File: src/rtl/animation_progress_timeline_assert.svh
// Assertion macros for the animation progress timeline
`ifndef ANIMATION_PROGRESS_TIMELINE_ASSERT_SVH
`define ANIMATION_PROGRESS_TIMELINE_ASSERT_SVH
`ifndef NO_ASSERTIONS
`define APT_ASSERT(label, cond, msg) \
  label: assert property (@(posedge clk_i) disable iff (!rst_ni) (cond)) else $error(msg);
`define APT_ASSERT_IMPL(label, pre, post, msg) \
  label: assert property (@(posedge clk_i) disable iff (!rst_ni) (pre) |-> (post)) \
    else $error(msg);
`else
`define APT_ASSERT(label, cond, msg)
`define APT_ASSERT_IMPL(label, pre, post, msg)
`endif
`endif

File: src/rtl/aptl_pkg.sv
// Shared types and constants of the animation progress timeline
package aptl_pkg;

  localparam int FRAC_BITS  = 16;
  localparam int PROG_W     = FRAC_BITS + 1;
  localparam int ELAPSED_W  = 16;
  localparam int DUR_W      = 20;
  localparam int QUO_W      = ELAPSED_W + FRAC_BITS;
  localparam int CFG_IDX_W  = 2;
  localparam int CFG_DATA_W = 20;

  localparam logic [PROG_W-1:0] PROG_ONE  = {1'b1, {FRAC_BITS{1'b0}}};
  localparam logic [PROG_W-1:0] PROG_ZERO = '0;

  typedef enum logic [1:0] {
    CMD_TICK   = 2'd0,
    CMD_START  = 2'd1,
    CMD_PAUSE  = 2'd2,
    CMD_REWIND = 2'd3
  } cmd_e;

  typedef enum logic [CFG_IDX_W-1:0] {
    REG_DURATION = 2'd0,
    REG_BACKWARD = 2'd1,
    REG_LOOP     = 2'd2,
    REG_ANIM_ON  = 2'd3
  } cfg_idx_e;

  typedef struct packed {
    logic [1:0]           cmd;
    logic [ELAPSED_W-1:0] elapsed_ms;
  } in_req_t;

  typedef struct packed {
    logic [PROG_W-1:0] progress;
    logic              frame_event;
    logic              finished;
    logic              started;
    logic              paused;
    logic              running;
  } out_rsp_t;

  typedef struct packed {
    logic busy;
    logic done;
  } div_stat_t;

endpackage

File: src/rtl/aptl_div.sv
// Restoring divider, one quotient bit per cycle
module aptl_div (
  input  logic                        clk_i,
  input  logic                        rst_ni,
  input  logic                        start_i,
  input  logic [aptl_pkg::QUO_W-1:0]  dividend_i,
  input  logic [aptl_pkg::DUR_W-1:0]  divisor_i,
  output logic [aptl_pkg::QUO_W-1:0]  quo_o,
  output aptl_pkg::div_stat_t         stat_o
);

  localparam int QW   = aptl_pkg::QUO_W;
  localparam int DW   = aptl_pkg::DUR_W;
  localparam int CntW = $clog2(QW);
  localparam logic [CntW-1:0] CntLast = CntW'(QW - 1);

  logic [DW-1:0]   rem_q, rem_d;
  logic [QW-1:0]   quo_q, quo_d;
  logic [CntW-1:0] cnt_q;
  logic            busy_q, done_q;
  logic [DW:0]     trial;
  logic [DW+1:0]   diff;
  logic            ge;

  // Shift in the next dividend bit, subtract when the divisor fits
  always_comb begin
    trial = {rem_q, quo_q[QW-1]};
    diff  = {1'b0, trial} - {2'b00, divisor_i};
    ge    = ~diff[DW+1];
    rem_d = ge ? diff[DW-1:0] : trial[DW-1:0];
    quo_d = {quo_q[QW-2:0], ge};
  end

  always_ff @(posedge clk_i or negedge rst_ni) begin
    if (!rst_ni) begin
      busy_q <= 1'b0;
      done_q <= 1'b0;
      cnt_q  <= '0;
    end else begin
      done_q <= 1'b0;
      if (start_i) begin
        busy_q <= 1'b1;
        cnt_q  <= '0;
      end else if (busy_q) begin
        cnt_q <= cnt_q + 1'b1;
        if (cnt_q == CntLast) begin
          busy_q <= 1'b0;
          done_q <= 1'b1;
        end
      end
    end
  end

  always_ff @(posedge clk_i) begin
    if (start_i) begin
      rem_q <= '0;
      quo_q <= dividend_i;
    end else if (busy_q) begin
      rem_q <= rem_d;
      quo_q <= quo_d;
    end
  end

  assign quo_o       = quo_q;
  assign stat_o.busy = busy_q;
  assign stat_o.done = done_q;

endmodule

File: src/rtl/animation_progress_timeline.sv
// Animation timeline ramp generator: command decode, accumulator and result register
// Start, pause, rewind and ticks that need no division: result registered in the next cycle.
// Ticks with animations on and nonzero duration: the result passes through the 32-step
// divider, ST_DIV, ST_FIN and the result register; no request is taken until ST_IDLE.
// One request in flight at a time; the next request is taken as soon as the block is idle
// and the result register is free or being drained.
module animation_progress_timeline #(
  parameter int ACC_BITS = 24
) (
  input  logic                             clk_i,
  input  logic                             rst_ni,
  input  logic                             cfg_we_i,
  input  logic [aptl_pkg::CFG_IDX_W-1:0]   cfg_idx_i,
  input  logic [aptl_pkg::CFG_DATA_W-1:0]  cfg_wdata_i,
  input  logic                             in_valid_i,
  output logic                             in_ready_o,
  input  aptl_pkg::in_req_t                in_req_i,
  output logic                             out_valid_o,
  input  logic                             out_ready_i,
  output aptl_pkg::out_rsp_t               out_rsp_o
);

  `include "animation_progress_timeline_assert.svh"

  localparam int PW    = aptl_pkg::PROG_W;
  localparam int QW    = aptl_pkg::QUO_W;
  localparam int DW    = aptl_pkg::DUR_W;
  localparam int SumW  = ((ACC_BITS > QW + 1) ? ACC_BITS : (QW + 1)) + 1;

  localparam logic signed [ACC_BITS-1:0] AccMax = {1'b0, {(ACC_BITS-1){1'b1}}};
  localparam logic signed [ACC_BITS-1:0] AccMin = {1'b1, {(ACC_BITS-1){1'b0}}};
  localparam logic signed [SumW-1:0]     SumMax = {{(SumW-ACC_BITS){1'b0}}, AccMax};
  localparam logic signed [SumW-1:0]     SumMin = {{(SumW-ACC_BITS){1'b1}}, AccMin};
  localparam logic [ACC_BITS-1:0]        AccOne = {{(ACC_BITS-PW){1'b0}}, aptl_pkg::PROG_ONE};

  typedef enum logic [2:0] {
    ST_IDLE = 3'b001,
    ST_DIV  = 3'b010,
    ST_FIN  = 3'b100
  } state_e;

  state_e              state_q, state_d;
  logic [DW-1:0]       duration_q;
  logic                backward_q, loop_q, anim_on_q;
  logic                running_q, running_d;
  logic                anim_q, anim_d;
  logic [ACC_BITS-1:0] raw_q, raw_d;
  logic [PW-1:0]       shown_q, shown_d;
  logic                out_valid_q, out_valid_d;
  aptl_pkg::out_rsp_t  out_rsp_q, out_rsp_d, rsp;

  logic                in_fire;
  logic                div_start;
  logic [QW-1:0]       quo;
  aptl_pkg::div_stat_t div_stat;

  logic [PW-1:0]       end_val, start_val;
  logic [ACC_BITS-1:0] end_acc, start_acc;
  logic signed [SumW-1:0] raw_ext, delta_ext, sum;
  logic [ACC_BITS-1:0] sat_val, raw_cand;
  logic [PW-1:0]       clamp_val, fv;
  logic                tick_fin, load_out;

  assign in_ready_o = (state_q == ST_IDLE) && (!out_valid_q || out_ready_i);
  assign in_fire    = in_valid_i && in_ready_o;

  aptl_div u_div (
    .clk_i      (clk_i),
    .rst_ni     (rst_ni),
    .start_i    (div_start),
    .dividend_i ({in_req_i.elapsed_ms, {aptl_pkg::FRAC_BITS{1'b0}}}),
    .divisor_i  (duration_q),
    .quo_o      (quo),
    .stat_o     (div_stat)
  );

  always_comb begin
    end_val   = backward_q ? aptl_pkg::PROG_ZERO : aptl_pkg::PROG_ONE;
    start_val = backward_q ? aptl_pkg::PROG_ONE : aptl_pkg::PROG_ZERO;
    end_acc   = {{(ACC_BITS-PW){1'b0}}, end_val};
    start_acc = {{(ACC_BITS-PW){1'b0}}, start_val};
  end

  // Accumulate the step and saturate at the accumulator width
  always_comb begin
    raw_ext   = {{(SumW-ACC_BITS){raw_q[ACC_BITS-1]}}, raw_q};
    delta_ext = {{(SumW-QW){1'b0}}, quo};
    sum       = backward_q ? (raw_ext - delta_ext) : (raw_ext + delta_ext);
    if (sum > SumMax) begin
      sat_val = AccMax;
    end else if (sum < SumMin) begin
      sat_val = AccMin;
    end else begin
      sat_val = sum[ACC_BITS-1:0];
    end
    if (sat_val[ACC_BITS-1]) begin
      clamp_val = aptl_pkg::PROG_ZERO;
    end else if (sat_val > AccOne) begin
      clamp_val = aptl_pkg::PROG_ONE;
    end else begin
      clamp_val = sat_val[PW-1:0];
    end
  end

  always_comb begin
    state_d     = state_q;
    running_d   = running_q;
    anim_d      = anim_q;
    raw_d       = raw_q;
    shown_d     = shown_q;
    out_valid_d = out_valid_q && !out_ready_i;
    out_rsp_d   = out_rsp_q;
    div_start   = 1'b0;
    tick_fin    = 1'b0;
    load_out    = 1'b0;
    raw_cand    = raw_q;
    fv          = end_val;
    rsp             = '0;
    rsp.progress    = shown_q;
    rsp.running     = running_q;

    case (state_q)
      ST_IDLE: begin
        if (in_fire) begin
          load_out = 1'b1;
          case (in_req_i.cmd)
            aptl_pkg::CMD_TICK: begin
              if (running_q) begin
                if (!anim_q) begin
                  tick_fin = 1'b1;
                end else if (duration_q == '0) begin
                  tick_fin = 1'b1;
                  raw_cand = end_acc;
                end else begin
                  div_start = 1'b1;
                  load_out  = 1'b0;
                  state_d   = ST_DIV;
                end
              end
            end
            aptl_pkg::CMD_START: begin
              if (!running_q) begin
                anim_d      = anim_on_q;
                running_d   = 1'b1;
                rsp.started = 1'b1;
                rsp.running = 1'b1;
              end
            end
            aptl_pkg::CMD_PAUSE: begin
              if (running_q) begin
                running_d   = 1'b0;
                rsp.paused  = 1'b1;
                rsp.running = 1'b0;
              end
            end
            aptl_pkg::CMD_REWIND: begin
              raw_d        = start_acc;
              shown_d      = start_val;
              rsp.progress = start_val;
            end
            default: begin
            end
          endcase
        end
      end
      ST_DIV: begin
        if (div_stat.done) begin
          state_d = ST_FIN;
        end
      end
      ST_FIN: begin
        tick_fin = 1'b1;
        load_out = 1'b1;
        raw_cand = sat_val;
        fv       = clamp_val;
        state_d  = ST_IDLE;
      end
      default: begin
        state_d = ST_IDLE;
      end
    endcase

    // Report the frame value, then stop or rewind at the end
    if (tick_fin) begin
      raw_d           = raw_cand;
      shown_d         = fv;
      rsp.progress    = fv;
      rsp.frame_event = 1'b1;
      rsp.running     = 1'b1;
      if (fv == end_val) begin
        if (!loop_q) begin
          running_d    = 1'b0;
          rsp.finished = 1'b1;
          rsp.running  = 1'b0;
        end else begin
          raw_d   = start_acc;
          shown_d = start_val;
        end
      end
    end

    if (load_out) begin
      out_valid_d = 1'b1;
      out_rsp_d   = rsp;
    end
  end

  always_ff @(posedge clk_i or negedge rst_ni) begin
    if (!rst_ni) begin
      duration_q <= '0;
      backward_q <= 1'b0;
      loop_q     <= 1'b0;
      anim_on_q  <= 1'b0;
    end else if (cfg_we_i) begin
      case (cfg_idx_i)
        aptl_pkg::REG_DURATION: duration_q <= cfg_wdata_i[DW-1:0];
        aptl_pkg::REG_BACKWARD: backward_q <= cfg_wdata_i[0];
        aptl_pkg::REG_LOOP:     loop_q     <= cfg_wdata_i[0];
        aptl_pkg::REG_ANIM_ON:  anim_on_q  <= cfg_wdata_i[0];
        default: begin
        end
      endcase
    end
  end

  always_ff @(posedge clk_i or negedge rst_ni) begin
    if (!rst_ni) begin
      state_q     <= ST_IDLE;
      running_q   <= 1'b0;
      anim_q      <= 1'b0;
      raw_q       <= '0;
      shown_q     <= '0;
      out_valid_q <= 1'b0;
    end else begin
      state_q     <= state_d;
      running_q   <= running_d;
      anim_q      <= anim_d;
      raw_q       <= raw_d;
      shown_q     <= shown_d;
      out_valid_q <= out_valid_d;
    end
  end

  always_ff @(posedge clk_i) begin
    out_rsp_q <= out_rsp_d;
  end

  assign out_valid_o = out_valid_q;
  assign out_rsp_o   = out_rsp_q;

  `APT_ASSERT_IMPL(a_div_blocks_in, div_stat.busy, !in_ready_o, "request taken while dividing")
  `APT_ASSERT(a_shown_range, shown_q <= aptl_pkg::PROG_ONE, "shown progress above 1.0")
  `APT_ASSERT_IMPL(a_fin_stops, out_valid_o && out_rsp_o.finished,
                   !out_rsp_o.running && out_rsp_o.frame_event, "finished while running")

endmodule

File: config.mk
export PLATFORM = sky130hd
export DESIGN_NAME = animation_progress_timeline
export DESIGN_NICKNAME = d
export VERILOG_FILES = /design/src/rtl/aptl_pkg.sv /design/src/rtl/aptl_div.sv /design/src/rtl/animation_progress_timeline.sv
export VERILOG_INCLUDE_DIRS = /design/src /design/src/rtl
export SDC_FILE = /design/constraint.sdc
export NUM_CORES = 1
export LEC_CHECK = 0
export ABC_AREA = 1
export ABC_CLOCK_PERIOD_IN_PS = 5500
export BUFFER_PORTS_ARGS = -buffer_cell sky130_fd_sc_hd__buf_4
export CORE_UTILIZATION = 63
export DETAILED_ROUTE_END_ITERATION = 8
export GPL_ROUTABILITY_DRIVEN = 0
export PLACE_DENSITY = 0.84
export RECOVER_POWER = 100
export SLEW_MARGIN = 25
export SYNTH_ARGS = -nofsm -noshare
export SYNTH_HDL_FRONTEND = slang
export SYNTH_HIERARCHICAL = 1
export SYNTH_SLANG_ARGS = --single-unit
export TNS_END_PERCENT = 100
File: constraint.sdc
create_clock -name clk_i -period 5.5 [get_ports clk_i]
set_input_delay 0.55 -clock clk_i [delete_from_list [all_inputs] [get_ports clk_i]]
set_output_delay 0.55 -clock clk_i [all_outputs]
set_load 0.02 [all_outputs]
==> summary.txt <==
Routing
  • Via density: 5.85
  • DRC: 0
  • Starting DRT DRC Count: 1,681
  • Vias: 12,288
  • Avg WL per Cell: 16.3 um
  • Routed Antenna Nets: 0
  • DRT Pass-1 Iters: 9
  • Routed wire length: 34,300 um

Yosys
  • Ys Warns: 6
  • Post-Synthesis Cell Area: 12,100 um^2
  • Average cell area after synthesis: 6.89 um^2
  • Cells after Synth: 1,751

Floorplan
  • Core box area: 18,800 um^2
  • Die X: 140 um
  • Die ar.: 19,700 um^2
  • Starting Density: 64.3%
  • I/O pin cnt: 69
  • Chip Height: 140 um
  • Floorplan row count: 50

Setup path
  • Critical Path AT: 5.90 ns
  • Startpoint Class: register
  • CP required: 5.81 ns
  • Critical Path Slowest Stage Cell: edfxtp_1
  • R2r worst-path depth: 40
  • Setup CP Type: register to register
  • Most used cell, CP: nand2_1
  • Worst setup EP type: register
  • CP max FO: 6
  • Max incr delay on CP: 0.41 ns

Clocking
  • Worst-skew pair later-pin latency: 0.44 ns
  • Clk slew on worst S/H paths: 0.08 ns
  • Clock root buffer: clkbuf_16
  • Post-cts hold buffer count: 0
  • Clock tree sinks: 151
  • Total CTS buffers: 17
  • H-tree depth: 4
  • Clock Path Buffers: 2
  • CTS tree: built

Global route
  • Vias in the first global route: 10,938
  • Largest net degree at the start of global routing: 78
  • Congestion Overflow GR: 0
  • GRT Util Overall: 32.5%
  • Initial antenna violation count: 0
  • First-pass GRT wire length: 51,400 um

Power and ir drop
  • Pwr Density: 517 nW/um^2
  • Maximum VDD drop: 0.000357 V
  • P_leak: 0.00735 uW

Run
  • Max Cap Viol: 1

STA
  • Setup ws final: -0.0906 ns
  • Peak Freq: 179 MHz
  • Final Hold Vio Count: 0
  • Final setup viols: 25
  • Fin crit period: 5.59 ns
  • Worst-Margin Slew: 4.21 ns
  • RSZ-0062 raised after global routing: true
  • Fin crit share: 102%
  • Max-slew violations: 78
  • Worst slew margin: -181%
  • Setup Skew: 0.0129 ns

Status
  • Failing checks: max-capacitance violations, max-slew violations, negative setup slack
  • Outcome: finished with violations

Place
  • HPWL after detailed placement: 23,200 um
  • # port buffers: 68
  • Dpl cell area: 12,700 um^2

Layout
  • Most frequent cells in the layout: nand2_1 (581), inv_1 (296), nand3_1 (94)
  • Antenna cell count: 0
  • Synth-to-layout area growth: 16.1%
  • Final Cell Area: 14,000 um^2
  • Commonest non-fill, non-tap cell in the layout: nand2_1
  • Utilization after layout: 74.7%
  • NumNets Final: 1,962
  • Layout fillers: 1,386
  • Layout cells sized above 1: 17.1%

Worst hold path
  • Hold path cells: 2
  • Worst min-delay path category: input pin to register
## power breakdown
| part | internal [uW] | switching [uW] |
|---|---|---|
| sequential | 1540 | 292 |
| clock | 650 | 542 |
| combinational | 1430 | 2790 |
| total | 3620 | 3630 |
## flip-flops by register name, summed over array words and instances, names as in the netlist
name          count
u_div/done_q      1
anim_on_q         1
out_valid_o       1
anim_q            1
out_rsp_o        22
raw_q            24
shown_q          17
backward_q        1
duration_q       20
loop_q            1
u_div/busy_q      1
running_q         1
u_div/rem_q      20
u_div/quo_o      32
u_div/cnt_q       5
state_q           3
## cell type report
| cell class | instances | area (um^2) | share of cell area [%] |
|---|---|---|---|
| Clock buffer | 17 | 425 | 3.04 |
| Clock inverter | 15 | 184 | 1.31 |
| Inverter | 305 | 1150 | 8.19 |
| Multi-Input combinational cell | 1275 | 7160 | 51.1 |
| Sequential cell | 151 | 3950 | 28.2 |
| Tap cell | 234 | 293 | 2.09 |
| Timing Repair Buffer | 105 | 853 | 6.09 |
## timing repair
item                       in CTS  in global routing
setup buffers                   1                 26
gates cloned                    2                  5
setup endpoints to repair       8                 60
gates resized for setup         1                111
pin swaps                       0                 40
## final timing paths
| kind | slack [ns] | endpoint | startpoint |
|---|---|---|---|
| worst max-delay path | -0.09 | raw_q[1] | u_div/quo_o[0] |
| worst min-delay path | 0.34 | duration_q[16] | cfg_wdata_i[16] |
| worst max register to register | -0.09 | raw_q[1] | u_div/quo_o[0] |
| worst min register to register | 0.48 | u_div/rem_q[15] | u_div/rem_q[15] |
| max in group asynchronous | 1.51 | duration_q[7] | rst_ni |
| min in group asynchronous | 1.59 | raw_q[7] | rst_ni |
## worst max-delay path, delay by kind of cell, from the launching register on
| kind | cells | cell delay, ns |
|---|---|---|
| compound gates | 10 | 1.16 |
| xor+xnor | 1 | 0.20 |
| fa+ha+maj | 2 | 0.52 |
| buf+inv | 6 | 0.68 |
| flops | 1 | 0.41 |
| simple gates | 21 | 2.47 |
## metrics by stage
step                setup WS, ns  total power (uW)  hold WS, ns  std cells  TNS (ns)
floorplan                  0.894              4640        0.254       1766         0
global placement           0.179              5370        0.457       2037         0
detailed placement       0.00364              5480        0.464       2037         0
CTS                       0.0112              6720        0.321       2072         0
global route              -0.507              7720        0.335       2102    -14.24
finish                   -0.0906              7250        0.338       2102    -0.926
## metal layers
layer	up-vias	wire length, um	GRT usage (%)
met5	-	0	0
met3	182	2980	5.20
li1	5757	-	-
met4	0	1620	12.4
met2	744	16300	54.9
met1	5605	13300	41.7
Note: power is estimated with default switching activity, not from simulation.
